$ cat config.mk
export PLATFORM = sky130hd
export DESIGN_NAME = ldc_div
export DESIGN_NICKNAME = d
export VERILOG_FILES = /design/src/design/ldc_pkg.sv /design/src/design/ldc_div.sv
export SDC_FILE = /design/constraint.sdc
export NUM_CORES = 1
export LEC_CHECK = 0
export BUFFER_PORTS_ARGS = -buffer_cell sky130_fd_sc_hd__buf_2
export CAP_MARGIN = 30
export CORE_MARGIN = 2
export CORE_UTILIZATION = 57
export DETAILED_ROUTE_END_ITERATION = 6
export GPL_ROUTABILITY_DRIVEN = 0
export PLACE_DENSITY = 0.87
export SLEW_MARGIN = 20
export SYNTH_ARGS = -nofsm -noshare
export SYNTH_HDL_FRONTEND = slang
export SYNTH_SLANG_ARGS = --single-unit
export TNS_END_PERCENT = 1
$ cat constraint.sdc
create_clock -name clk -period 6.1 [get_ports clk]
set_input_delay 0.61 -clock clk [delete_from_list [all_inputs] [get_ports clk]]
set_output_delay 0.61 -clock clk [all_outputs]
set_load 0.005 [all_outputs]
$ cat src/design/ldc_pkg.sv
// Shared types and fixed widths for the linear detrend block.
// No dependencies.
`default_nettype none
package ldc_pkg;
  localparam int MUL_A_W = 64;
  localparam int MUL_B_W = 22;
  localparam int DIV_N_W = 64;
  localparam int DIV_D_W = 46;
  localparam int SUM_W   = 22;
  localparam int SQ_W    = 38;

  typedef struct packed {
    logic signed [15:0] x_value;
    logic signed [15:0] y_value;
    logic               last_point;
  } ldc_in_t;

  typedef struct packed {
    logic signed [15:0] residual;
    logic               last_residual;
  } ldc_out_t;
endpackage
`default_nettype wire

$ cat src/design/ldc_div.sv
// Restoring unsigned divider, one quotient bit per cycle.
// Depends on ldc_pkg.
`default_nettype none
module ldc_div (
  input  wire logic                         clk,
  input  wire logic                         rst_n,
  input  wire logic                         start,
  input  wire logic [ldc_pkg::DIV_N_W-1:0]  num,
  input  wire logic [ldc_pkg::DIV_D_W-1:0]  den,
  output logic                              done,
  output logic [ldc_pkg::DIV_N_W-1:0]       q
);
  import ldc_pkg::*;
  localparam int CNT_W = $clog2(DIV_N_W);

  logic                 busy_r;
  logic                 done_r;
  logic [CNT_W-1:0]     cnt_r;
  logic [DIV_N_W-1:0]   dvd_r;
  logic [DIV_N_W-1:0]   q_r;
  logic [DIV_D_W-1:0]   dvs_r;
  logic [DIV_D_W-1:0]   rem_r;
  logic [DIV_D_W:0]     rem_sh;
  logic                 fits;

  assign rem_sh = {rem_r, dvd_r[DIV_N_W-1]};
  assign fits   = rem_sh >= {1'b0, dvs_r};

  always_ff @(posedge clk) begin
    if (!rst_n) begin
      busy_r <= 1'b0;
      done_r <= 1'b0;
      cnt_r  <= '0;
    end else begin
      done_r <= 1'b0;
      if (start) begin
        dvd_r  <= num;
        dvs_r  <= den;
        rem_r  <= '0;
        q_r    <= '0;
        cnt_r  <= '0;
        busy_r <= 1'b1;
      end else if (busy_r) begin
        dvd_r <= dvd_r << 1;
        q_r   <= {q_r[DIV_N_W-2:0], fits};
        if (fits) begin
          rem_r <= DIV_D_W'(rem_sh - {1'b0, dvs_r});
        end else begin
          rem_r <= rem_sh[DIV_D_W-1:0];
        end
        cnt_r <= cnt_r + 1'b1;
        if (cnt_r == CNT_W'(DIV_N_W - 1)) begin
          busy_r <= 1'b0;
          done_r <= 1'b1;
        end
      end
    end
  end

  assign done = done_r;
  assign q    = q_r;
endmodule
`default_nettype wire
### Word level (Yosys, flattened, before mapping)

Cells that the tools add are included.
W data, S select, Z words.

| storage, ports and cells | value |
|---|---|
| register bits | 228 |
| bits of input ports | 113 |
| output and inout port bits | 65 |

| operators by class | value |
|---|---|
| add/sub/neg operators | 2 |
| magnitude comparators | 1 |
| equality and inequality tests | 1 |
| muxes and demuxes | 9 |
| bitwise gates (word level) | 2 |
| reduce and logical (&&, ||, !) cells | 5 |

Operators with widths:

| operator | number |
|---|---|
| $mux W64 | 3 |
| $mux W46 | 2 |
| $ge A47 B46 Y1 | 1 |
| $sub A46 B46 Y46 | 1 |
| $add A6 B1 Y6 const B | 1 |
| $eq A6 B6 Y1 const B | 1 |
| $mux W1 | 4 |
| $reduce_and A2 Y1 | 2 |
| $reduce_or A3 Y1 | 1 |
| $not A1 Y1 | 2 |
| $reduce_bool A2 Y1 | 1 |
| $reduce_or A2 Y1 | 1 |

### Logic depth before layout (Yosys ltp)

| depth | value |
|---|---|
| depth in word-level cells | 4 |
| mapped depth | 15 |
| mapped depth without buffers | 14 |

### Worst setup path after synthesis

OpenSTA, ideal clock, no wires.

| timing path | value |
|---|---|
| path kind | input to register |
| start point | input port start |
| end point | register dvd_r[0], enable pin |
| data arrival time | 4.889 ns |
| required time | 5.574 ns |
| path slack | 0.685 ns |
| stages | 5 |
| path through | clkbuf_1 -> clkbuf_1 -> clkbuf_1 -> o21ai_0 -> inv_1 |

| on the way | value |
|---|---|
| word-level cells in the longest chain between the ends | 2 |

Ends and longest elaborated chain:

| item | RTL line | RTL |
|---|---|---|
| start: declaration | ldc_div.sv:7 | `input wire logic start,` |
| $reduce_bool A2 Y1 (no source line) | n/a |  |
| $reduce_and A2 Y1 (no source line) | n/a |  |
| end signal: assignment | ldc_div.sv:37 | `dvd_r <= num;` |
| end signal: assignment | ldc_div.sv:44 | `dvd_r <= dvd_r << 1;` |
| end: declaration | ldc_div.sv:19 | `logic [DIV_N_W-1:0] dvd_r;` |

No other way between the ends.
A chain may end at the register's enable or synchronous reset.

### Worst setup path after layout

| timing path | value |
|---|---|
| start point | register rem_r[13] |
| end point | register rem_r[37] (data pin) |

| on the way | value |
|---|---|
| word-level cells in the longest chain between the ends | 3 |
| elaborated cells between the ends (all ways) | 4 |
| classes of those cells | 1 x add/sub; 1 x order compare; 2 x mux |

Ends and longest elaborated chain:

| item | RTL line | RTL |
|---|---|---|
| start: declaration | ldc_div.sv:22 | `logic [DIV_D_W-1:0] rem_r;` |
| start signal: assignment | ldc_div.sv:47 | `rem_r <= DIV_D_W'(rem_sh - {1'b0, dvs_r});` |
| start signal: assignment | ldc_div.sv:49 | `rem_r <= rem_sh[DIV_D_W-1:0];` |
| $sub A46 B46 Y46 or $ge A47 B46 Y1 (tied branches) | ldc_div.sv:47, ldc_div.sv:27 |  |
| $mux W46 (*) | ldc_div.sv:46 | `if (fits) begin` |
| $mux W46 (*) | ldc_div.sv:43 | `end else if (busy_r) begin` |

Every way passes the cells marked *; elsewhere a longest branch is shown, timed or not. The select of a mux whose other input is x is not followed.

==> impl_metrics.csv <==
group,metric,value,unit
status,outcome,"completed",
worst_setup_path,worst-r2r-cell-count,12,
pwr,p_clk_frac,0.355,
clock_tree,holdBufCountCts,0,
logic_synthesis,yosys_warnings,0,
logic_synthesis,ys.flop_type,"edfxtp_1",
logic_synthesis,synth_area_per_cell,12.39,um^2
route,drt-total-wl,24000,um
timing,fin_crit_sh,0.6686,
worst_setup_path,worstReg2RegStart,"rem_r[13]",
final_layout,drive_gt1_frac,0.2619,
route,drtPass1Iterations,5,
clock_tree,cts_sinks,228,
logic_synthesis,netlist_instances,930,
pwr,switchingPower,0.001112,W
floorplanning,die_w,146.2,um
clock_tree,cts_tree,"built",
clock_tree,cts-root-buf,"clkbuf_16",
placement,dpl.hpwl,16390,um
worst_hold_path,min_to,"dvs_r[23]",
pwr,p_leak,5.433,nW
worst_setup_path,critical_path_required,6470,ps
route,route.detailed.drc,0,
final_layout,fin_nets,1259,
timing,hold_ws,248.5,ps
final_layout,area_growth,16.76,%
pwr,combPwrFrac,0.189,
worst_hold_path,hold_class,"in -> reg",
grt,antenna_found_initial,8,
placement,placed_cells,1340,
floorplanning,ios,178,
grt,grt_pass1_vias,7761,
logic_synthesis,ys_seq_area_frac,0.5873,
floorplanning,die_area,0.02137,mm^2
timing,finalWorstSetupSlack,2022,ps
clock_tree,post_cts_buffers,0,
timing,max_slew_margin,0.4341,
logic_synthesis,ys_ff_latch,228,
route,wl_met3,2088,um
route,dr_wl_met2,11280,um
route,routed.top_layer,"met5",
final_layout,final_util,0.6713,
route,antenna_left,0,
pwr,power_frac_seq,0.455,
timing,skew,6.138,ps
route,wl_per_cell,17.30,um
grt,overflow,0,
floorplanning,core_area,0.02004,mm^2
worst_hold_path,holdPathStages,1,
clock_tree,post_cts_resize_count,0,
pwr,p_sw_frac,0.2646,
floorplanning,rows,52,
timing,hold_viol_final,0,
placement,pre_cts_slack,2056,ps
pwr,peakVddDrop,0.2477,mV
worst_setup_path,crit_arrival,4450,ps
worst_hold_path,hp-start,"den[23]",
pwr,power.internal,0.003092,W
clock_tree,cts-htree-levels,1,
grt,grt_usage,0.2227,
worst_setup_path,rr_endpoint,"rem_r[37]",
timing,max_freq,245.2,MHz
final_layout,fin_cells,1387,
logic_synthesis,synth_fp_nets,1091,
clock_tree,cts.clk_slew.worst_paths,60,ps
timing,setup_tns,0,ps
grt,grt_pass1_wl,38510,um
timing,setup_viol,0,
clock_tree,worst_skew_pair.late_latency,530,ps
route,drt_iter0_drc,571,
clock_tree,cts.path.max_buffers,3,
logic_synthesis,synth-async-reset-ratio,0,
logic_synthesis,synth_edf_count,220,
floorplanning,initial_core_util,0.5750,
timing,rsz0062_at_grt,"no",
worst_setup_path,path_max_fanout,32,
placement,io_buffers,177,
worst_setup_path,regToRegSetupSlack,2020,ps
worst_setup_path,critPathCaptureType,"flop",
flow_run,drv_cap,0,
pwr,power_density,312.5,mW/mm^2
route,viasPerCell,5.580,
logic_synthesis,netlist-cell-type-count,54,
timing,worstMarginPinSlew,848.8,ps
clock_tree,cts_inserted_buffers,25,
timing,period_needed,4078,ps
worst_setup_path,startpoint_type,"flop",
worst_setup_path,critical_path_class,"reg -> reg",
timing,drv_slew,0,
route,wl_met1,9778,um
grt,grt_max_degree,115,
floorplanning,die_y,146.2,um
route,num_vias,7740,
logic_synthesis,synthesis.area,0.01152,mm^2
## layout by cell type (no fill, tap or decap), types with 4 or more instances in the layout
master and count:
mux2i_1 38, nand3_1 6, inv_1 60, nand2b_1 8, nand2_1 46, nor2_1 67, o21ai_0 39, mux2_2 63
nand3b_1 6, o211ai_1 4, clkbuf_1 4, buf_2 176, o21a_1 4, clkbuf_16 25, dfxtp_1 8, a31oi_1 4
ha_1 47, buf_4 4, clkinv_2 7, a21o_1 19, edfxtp_1 220, xor2_1 17, nand4_1 12, nor2b_1 69
o21bai_1 8, a21oi_1 59, xnor2_1 28, or3_1 4
## per-stage QoR
stage | power (W) | instance area, um^2
global route | 0.004386 | 13450
floorplan | 0.002528 | 11520
global placement | 0.002700 | 12620
CTS | 0.004232 | 13430
finish | 0.004204 | 13450
detailed placement | 0.002730 | 12620
## power groups by stage
stage | Combinational (W) | Sequential, W | Clock (W)
finish | 0.000797 | 0.00191 | 0.00149
floorplan | 0.000587 | 0.00194 | 0
detailed placement | 0.000786 | 0.00194 | 0
CTS | 0.000792 | 0.00192 | 0.00153
global route | 0.000881 | 0.00193 | 0.00158
global placement | 0.000759 | 0.00194 | 0
## registers in the layout (all words and copies together) (netlist names)
register	count
dvd_r	64
q	64
dvs_r	46
rem_r	46
cnt_r	6
busy_r	1
done	1
## per-layer routing
layer	vias up	global-route usage
met1	3660	0.2805
li1	3728	-
met4	10	0.06990
met3	69	0.07344
met5	-	0
met2	273	0.3682
## logic make-up (layout without fill, tap and decap cells)
| kind of cell | count (synthesis) | in the layout | synth area share |
|---|---|---|---|
| xor+xnor | 45 | 45 | 0.03421 |
| buf+inv | 103 | 288 | 0.03464 |
| mux | 101 | 101 | 0.09458 |
| compound gates | 166 | 166 | 0.09024 |
| fa+ha+maj | 48 | 48 | 0.05277 |
| simple gates | 239 | 239 | 0.1063 |
| other cells | 0 | 2 | 0 |
| flops | 228 | 228 | 0.5873 |
## cell usage after synthesis (12+ instances only)
| cell type | n | area share |
|---|---|---|
| a21o_1 | 19 | 0.012 |
| a21oi_1 | 59 | 0.026 |
| clkbuf_1 | 36 | 0.012 |
| edfxtp_1 | 220 | 0.57 |
| ha_1 | 47 | 0.051 |
| inv_1 | 62 | 0.020 |
| mux2_2 | 63 | 0.062 |
| mux2i_1 | 38 | 0.033 |
| nand2_1 | 46 | 0.015 |
| nand4_1 | 12 | 0.0065 |
| nor2_1 | 67 | 0.022 |
| nor2b_1 | 69 | 0.037 |
| o21ai_0 | 39 | 0.017 |
| xnor2_1 | 28 | 0.021 |
| xor2_1 | 17 | 0.013 |
## worst max-delay path by stage
| stage | from | endpoint | slack [ps] | cells after the start |
|---|---|---|---|---|
| global placement | rem_r[13] | rem_r[37] | 2260 | 12 |
| finish | rem_r[13] | rem_r[37] | 2020 | 12 |
| floorplan | start | dvd_r[0] | 680 | 5 |
| global route | rem_r[13] | rem_r[37] | 1780 | 12 |
| detailed placement | rem_r[11] | rem_r[37] | 2060 | 12 |
| CTS | rem_r[11] | rem_r[37] | 2030 | 12 |
## critical path: stages (launching register included)
cell	delay, ps
edfxtp_1	400
ha_1	410
nand2_2	100
o21a_1	240
a2111oi_2	290
a21boi_2	270
nor2_1	100
o31a_1	360
o31a_1	350
o21a_2	410
buf_4	370
or2_2	390
o21ai_0	190
## cell type report
cell class,count,area (um^2)
Timing Repair Buffer,182,942.2
Inverter,62,237.7
Sequential cell,228,6766
Clock buffer,29,640.6
Multi-Input combinational cell,599,4358
Fill cell,1517,6586
Clock inverter,15,165.2
Antenna cell,2,5.005
Tap cell,270,337.8
No activity file was read; power rests on OpenSTA's default activity.
