**src/design/ldc_pkg.sv**
```systemverilog
// Shared types and fixed widths for the linear detrend block.
// No dependencies.
`default_nettype none
package ldc_pkg;
  localparam int MUL_A_W = 64;
  localparam int MUL_B_W = 22;
  localparam int DIV_N_W = 64;
  localparam int DIV_D_W = 46;
  localparam int SUM_W   = 22;
  localparam int SQ_W    = 38;

  typedef struct packed {
    logic signed [15:0] x_value;
    logic signed [15:0] y_value;
    logic               last_point;
  } ldc_in_t;

  typedef struct packed {
    logic signed [15:0] residual;
    logic               last_residual;
  } ldc_out_t;
endpackage
`default_nettype wire

```
**src/design/ldc_mul.sv**
```systemverilog
// Shift-add signed multiplier, one multiplier bit per cycle.
// Depends on ldc_pkg.
`default_nettype none
module ldc_mul (
  input  wire logic                                clk,
  input  wire logic                                rst_n,
  input  wire logic                                start,
  input  wire logic signed [ldc_pkg::MUL_A_W-1:0]  a,
  input  wire logic signed [ldc_pkg::MUL_B_W-1:0]  b,
  output logic                                     done,
  output logic signed [ldc_pkg::MUL_A_W-1:0]       p
);
  import ldc_pkg::*;
  localparam int CNT_W = $clog2(MUL_B_W);

  logic                      busy_r;
  logic                      done_r;
  logic [CNT_W-1:0]          cnt_r;
  logic signed [MUL_A_W-1:0] a_r;
  logic signed [MUL_B_W-1:0] b_r;
  logic signed [MUL_A_W-1:0] acc_r;
  logic signed [MUL_A_W-1:0] acc_nxt;

  // top bit of b carries negative weight
  always_comb begin
    acc_nxt = acc_r;
    if (b_r[0]) begin
      if (cnt_r == CNT_W'(MUL_B_W - 1)) begin
        acc_nxt = acc_r - a_r;
      end else begin
        acc_nxt = acc_r + a_r;
      end
    end
  end

  always_ff @(posedge clk) begin
    if (!rst_n) begin
      busy_r <= 1'b0;
      done_r <= 1'b0;
      cnt_r  <= '0;
    end else begin
      done_r <= 1'b0;
      if (start) begin
        a_r    <= a;
        b_r    <= b;
        acc_r  <= '0;
        cnt_r  <= '0;
        busy_r <= 1'b1;
      end else if (busy_r) begin
        acc_r <= acc_nxt;
        a_r   <= a_r <<< 1;
        b_r   <= b_r >>> 1;
        cnt_r <= cnt_r + 1'b1;
        if (cnt_r == CNT_W'(MUL_B_W - 1)) begin
          busy_r <= 1'b0;
          done_r <= 1'b1;
        end
      end
    end
  end

  assign done = done_r;
  assign p    = acc_r;
endmodule
`default_nettype wire

```
**config.mk**
```make
export PLATFORM = sky130hd
export DESIGN_NAME = ldc_mul
export DESIGN_NICKNAME = d
export VERILOG_FILES = /design/src/design/ldc_pkg.sv /design/src/design/ldc_mul.sv
export SDC_FILE = /design/constraint.sdc
export NUM_CORES = 1
export LEC_CHECK = 0
export BUFFER_PORTS_ARGS = -buffer_cell sky130_fd_sc_hd__clkbuf_2
export CORE_UTILIZATION = 35
export CTS_CLUSTER_SIZE = 14
export DETAILED_ROUTE_END_ITERATION = 10
export SLEW_MARGIN = 20
export SYNTH_ARGS = -nofsm -noshare
export SYNTH_HDL_FRONTEND = slang
export SYNTH_SLANG_ARGS = --single-unit
```
**constraint.sdc**
```tcl
create_clock -name clk -period 10.9 [get_ports clk]
set_input_delay 0 -clock clk [delete_from_list [all_inputs] [get_ports clk]]
set_output_delay 0 -clock clk [all_outputs]
set_load 0.1 [all_outputs]
```
Yosys cells after proc, flatten, opt, wreduce, memory -nomap -nowiden
Index checks and enable logic that the tools add are counted.

storage, ports and cells
  register bits after elaboration = 157
  input bits = 89

cells by class
  reduce and logical (&&, ||, !) cells = 7
  add/sub/neg operators = 3
  eq/ne operators = 1
  bitwise logic cells = 2
  muxes and demuxes = 11

operators by type and width
  operator             number
  $mux 64              5
  $add 64x64->64       1
  $sub 64x64->64       1
  $mux 22              1
  $mux 21              1
  $add 5x1->5 const B  1
  $eq 5x5->1 const B   1
  $mux 1               4
  $reduce_and 2->1     2
  $reduce_bool 2->1    2
  $reduce_and 3->1     1
  $reduce_or 3->1      1
  $not 1->1            2
  $reduce_or 2->1      1

Logic depth before layout (Yosys ltp)
  depth after elaboration = 4
  depth in mapped cells = 19
  depth with buffers taken out = 19

Worst setup path after synthesis
OpenSTA, ideal clock, no wires.

  path type = register -> register
  start point = reg a_r[15]
  end point = reg acc_r[55] (netlist: p[55]), data pin
  cell stages (with the launch flop) = 18
  buffers on the path = 2
  period minus slack after synthesis = 4972 ps
  data required time = 10753 ps
  slack = 5928 ps
  arrival time = 4826 ps
  cell sequence = edfxtp_1 > or4_4 > or4b_4 > buf_6 > or4_1 > nor2_1 > a21oi_1 > xnor2_1 > ha_1 > clkbuf_1 > and3_1 > and3_1 > a2111oi_0 > a31oi_1 > o31ai_1 > a21oi_1 > or3_1 > a21oi_1

between the ends
  longest elaborated chain between the ends = 4
  elaborated cells between the ends (all ways) = 5
  those cells by class = add/sub (2); mux (3)

RTL lines
  element                                                  RTL line                      text
  start: declaration                                       ldc_mul.sv:19                 logic signed [MUL_A_W-1:0] a_r;
  start signal: assignment                                 ldc_mul.sv:51                 a_r <= a_r <<< 1;
  $add 64x64->64 / $sub 64x64->64 (equally long branches)  ldc_mul.sv:31, ldc_mul.sv:29
  $mux 64 *                                                ldc_mul.sv:28                 if (cnt_r == CNT_W'(MUL_B_W - 1)) begin
  $mux 64 *                                                ldc_mul.sv:27                 if (b_r[0]) begin
  $mux 64 *                                                ldc_mul.sv:49                 end else if (busy_r) begin
  end signal: assignment                                   ldc_mul.sv:50                 acc_r <= acc_nxt;
  end: declaration                                         ldc_mul.sv:21                 logic signed [MUL_A_W-1:0] acc_r;

Mark *: on every way between the ends. The rest lies on a longest branch, timed or not. The select of a mux whose other input is x is not followed.
A chain may end at the register's enable or synchronous reset.

Final worst setup path
  start point = reg a_r[15]
  end point = reg acc_r[51] (netlist: p[51]), data pin

Same word-level chain as after synthesis.

==> reports/qor_table.md <==
| Group | Result | Reported |
| --- | --- | --- |
| synth | Count of cell types in the netlist | 76 |
| clock network | Number of clock sinks seen by CTS | 157 |
| global routing | First-pass GRT wire length | 54500 um |
| synth | Predominant post-synthesis flop cell | sky130_fd_sc_hd__edfxtp_1 |
| floorplanning | Die boundary width | 185 um |
| synth | Post-synthesis net count | 1376 |
| drt | Average routed wire per standard cell | 18.6 um |
| clock network | Number of buffers inserted during clock tree synthesis | 17 |
| synth | Proportion of synthesized chip area in sequential cells | 0.398 |
| final layout | Layout-stage area growth over the synthesis result | 22.4% |
| clock network | Maximum buffer depth of the clock tree | 2 |
| final layout | Total Nets Final | 1583 |
| setup path | Max incr delay on CP | 0.67 ns |
| clock network | Root Buffer Master | sky130_fd_sc_hd__clkbuf_16 |
| placed design | Final weighted congestion of routability-driven global placement | 0.953 |
| sta | Rel. slew slack | 0.312 |
| global routing | Vias in the first global route | 9859 |
| synth | Library cell with the largest summed area after synthesis | sky130_fd_sc_hd__edfxtp_1 |
| clock network | Depth of the CTS H-tree | 4 |
| min path | Hold/Removal Path Class | input port to flop |
| clock network | CTS clock-pin slew for the worst setup and hold paths | 0.07 ns |
| synth | Ys async rst share | 0 |
| sta | Final critical-path share of the clock period | 0.532 |
| power | Leakage | 5.63 nW |
| synth | Number of enable flip-flop cells after synthesis | 150 |
| setup path | Buffer and inverter count on the worst path | 0 |
| floorplanning | Area enclosed by the die boundary | 34100 um^2 |
| setup path | Kind of start point of the critical path | flop |
| power | PwrDens | 143 nW/um^2 |
| synth | Post-Syn Area per Cell | 9.58 um^2 |
| floorplanning | Number of placement rows | 66 |
| drt | Antenna violation net count after detailed routing | 0 |
| synth | Post-synthesis cell area | 11700 um^2 |
| sta | Unrepaired setup endpoints after global routing | false |
| floorplanning | Effective utilization at floorplan | 0.357 |
| sta | Setup skew after layout | 0.0124 ns |
| sta | Hold Fails Final Rpt | 0 |
| drt | Detailed Route WL | 35100 um |
| power | Worst voltage drop across the vdd grid | 0.107 mV |
| final layout | Most common cell after layout, fill and taps aside | sky130_fd_sc_hd__clkbuf_2 |
| final layout | Layout cells sized above 1 | 0.205 |
| drt | First-pass iteration count of the detailed router | 5 |
| placed design | Cell area reported after detailed placement | 12800 um^2 |
| drt | DRC violation total after the first TritonRoute iteration | 746 |
| drt | Vias per cell | 5.43 |
| clock network | TritonCTS clock tree | built |
| synth | Post-synthesis cell count | 1220 |
| setup path | Critical path start-end classification | flop to flop |
| global routing | Largest net degree at the start of global routing | 70 |
| setup path | Family with the most delay on the worst path | simple AND/OR/NAND/NOR gates |
| synth | FF+latch count, synth | 157 |
| global routing | Initial antenna violation count | 3 |
| job | Maximum Capacitance Violations | 0 |
| sta | Min cycle time layout | 5.79 ns |
| final layout | Finished Layout Cells | 1884 |
| final layout | Commonest cells after routing, fill and taps aside | sky130_fd_sc_hd__clkbuf_2 (152), sky130_fd_sc_hd__edfxtp_1 (150), sky130_fd_sc_hd__nor2_1 (122), sky130_fd_sc_hd__a21oi_1 (104), sky130_fd_sc_hd__nand2_1 (91) |
| floorplanning | DIE HEIGHT | 185 um |
| drt | Via count | 10224 |
| sta | Maximum clock frequency | 173 MHz |
| clock network | Clock latency at the later pin of the worst-skew pair | 0.45 ns |
| drt | Post-route DRC violation count | 0 |
| setup path | Worst Path Arrival | 5.98 ns |
| placed design | DPL Wire Length | 26500 um |
| setup path | Crit path capture type | flop |
| floorplanning | Num ports | 154 |
| global routing | Overall overflow remaining after global route | 0 |
| sta | Number of pins exceeding their max-slew limit in the final report | 0 |
| setup path | Highest net fanout along the worst path | 9 |
| sta | Post-route setup TNS | 0 ns |
| synth | Count of warnings emitted by yosys | 0 |
| placed design | Number of I/O port buffers | 153 |
| placed design | Placed Instances | 1763 |
| synth | Top cells by area, synth | sky130_fd_sc_hd__edfxtp_1 (39%), sky130_fd_sc_hd__mux2_2 (8.1%), sky130_fd_sc_hd__ha_1 (7.1%) |
| synth | Area fraction of the dominant cell type after synthesis | 0.386 |
| final layout | Final Instance Area | 14300 um^2 |
| sta | Actual slew at the worst max-slew pin | 1.03 ns |
| setup path | Critical path's slowest cell | sky130_fd_sc_hd__nor3_1 |
| outcome | Status | finished, final reports clean |
| final layout | Final cell utilization of the core | 0.437 |
| setup path | WP data required | 11.08 ns |
| global routing | Total track usage | 0.209 |
| sta | Worst Hold Slack | 0.0847 ns |
| sta | Final Setup Violations | 0 |
| setup path | Ordered list of cells on the worst path | or4_4 > or4b_4 > or4_1 > o41ai_1 > xor2_1 > ha_1 > nand4_1 > nor3_1 > nand4_1 > a211oi_1 > o31ai_1 > a211oi_1 > o21a_1 > nor3_1 |
| floorplanning | Core outline area | 32700 um^2 |
| final layout | Fill cell total of the finished layout | 3240 |
[per-stage QoR]
step,power (mW),setup WS [ns]
floorplan,1.25,5.93
global placement,1.40,5.17
detailed placement,1.40,5.16
CTS,2.05,5.14
global route,2.14,4.82
finish,2.04,5.11
[registers in the layout (all words and copies together), names as in the netlist]
register and cells:
p 64, busy_r 1, cnt_r 5, done 1
a_r 64, b_r 22
[worst register-to-register path: stages, from the launching register on]
cell and delay, ns:
sky130_fd_sc_hd__edfxtp_1 0.42, sky130_fd_sc_hd__or4_4 0.58, sky130_fd_sc_hd__or4b_4 0.56, sky130_fd_sc_hd__or4_1 0.63, sky130_fd_sc_hd__o41ai_1 0.35, sky130_fd_sc_hd__xor2_1 0.15
sky130_fd_sc_hd__ha_1 0.46, sky130_fd_sc_hd__nand4_1 0.19, sky130_fd_sc_hd__nor3_1 0.67, sky130_fd_sc_hd__nand4_1 0.27, sky130_fd_sc_hd__a211oi_1 0.49, sky130_fd_sc_hd__o31ai_1 0.23
sky130_fd_sc_hd__a211oi_1 0.36, sky130_fd_sc_hd__o21a_1 0.16, sky130_fd_sc_hd__nor3_1 0.04
[cells in the mapped netlist, types with 33 or more instances]
library cell,count
sky130_fd_sc_hd__o21ai_0,64
sky130_fd_sc_hd__xor2_1,49
sky130_fd_sc_hd__nor2_1,123
sky130_fd_sc_hd__mux2_2,84
sky130_fd_sc_hd__clkbuf_1,47
sky130_fd_sc_hd__ha_1,66
sky130_fd_sc_hd__inv_1,33
sky130_fd_sc_hd__a21oi_1,104
sky130_fd_sc_hd__nand2_1,91
sky130_fd_sc_hd__edfxtp_1,150
sky130_fd_sc_hd__nor3_1,46
sky130_fd_sc_hd__xnor2_1,52
[timing repair]
item,CTS,global route
resized for setup,0,0
endpoints found under the setup margin,0,0
hold buffers,87,0
buffers inserted,0,0
hold endpoints to repair,94,0
[where the power goes]
group,internal (mW),switching [mW],total [mW]
clock network,0.346,0.279,0.625
registers,0.725,0.0404,0.766
logic,0.221,0.432,0.654
total,1.29,0.752,2.04
[kinds of logic (layout without fill, tap and decap cells)]
kind of cell	after synthesis	count (layout)	synth area share
XOR/XNOR	101	101	0.0757
adder cells (fa/ha/maj)	67	67	0.0724
buffers and inverters	91	311	0.0300
multiplexers	85	85	0.0818
other	0	2	0
flip-flops	157	157	0.398
AO/OA/AOI/OAI	316	316	0.171
AND/OR/NAND/NOR	403	403	0.171
[layer usage]
layer / share of wire / track usage / wire length [um] / vias to the layer above
met5: 0.00023 / 0 / 8 / -
met3: 0.054 / 0.0371 / 1910 / 55
met1: 0.46 / 0.288 / 16200 / 4887
met4: 0.027 / 0.0797 / 950 / 2
met2: 0.46 / 0.326 / 16000 / 309
li1: - / - / - / 4971
[path summary, 6_finish.rpt]
check | from | endpoint | slack [ns] | depth (start not counted)
max | a_r[15] | p[51] | 5.11 | 14
min | start | p[16] | 0.08 | 2
max reg2reg | a_r[15] | p[51] | 5.11 | 14
min reg2reg | cnt_r[1] | cnt_r[1] | 0.52 | 2
[area by class of cell]
cell class	count	area (um^2)	area share
repair buffers	246	1690	0.118
clock inverters	12	140	0.00980
inverters	33	125	0.00875
diodes	2	5.00	0.000350
clock buffers	20	447	0.0312
well taps	442	553	0.0387
multi-input cells	972	6700	0.468
flip-flops and latches	157	4640	0.325
No activity file was read; power rests on OpenSTA's default activity.
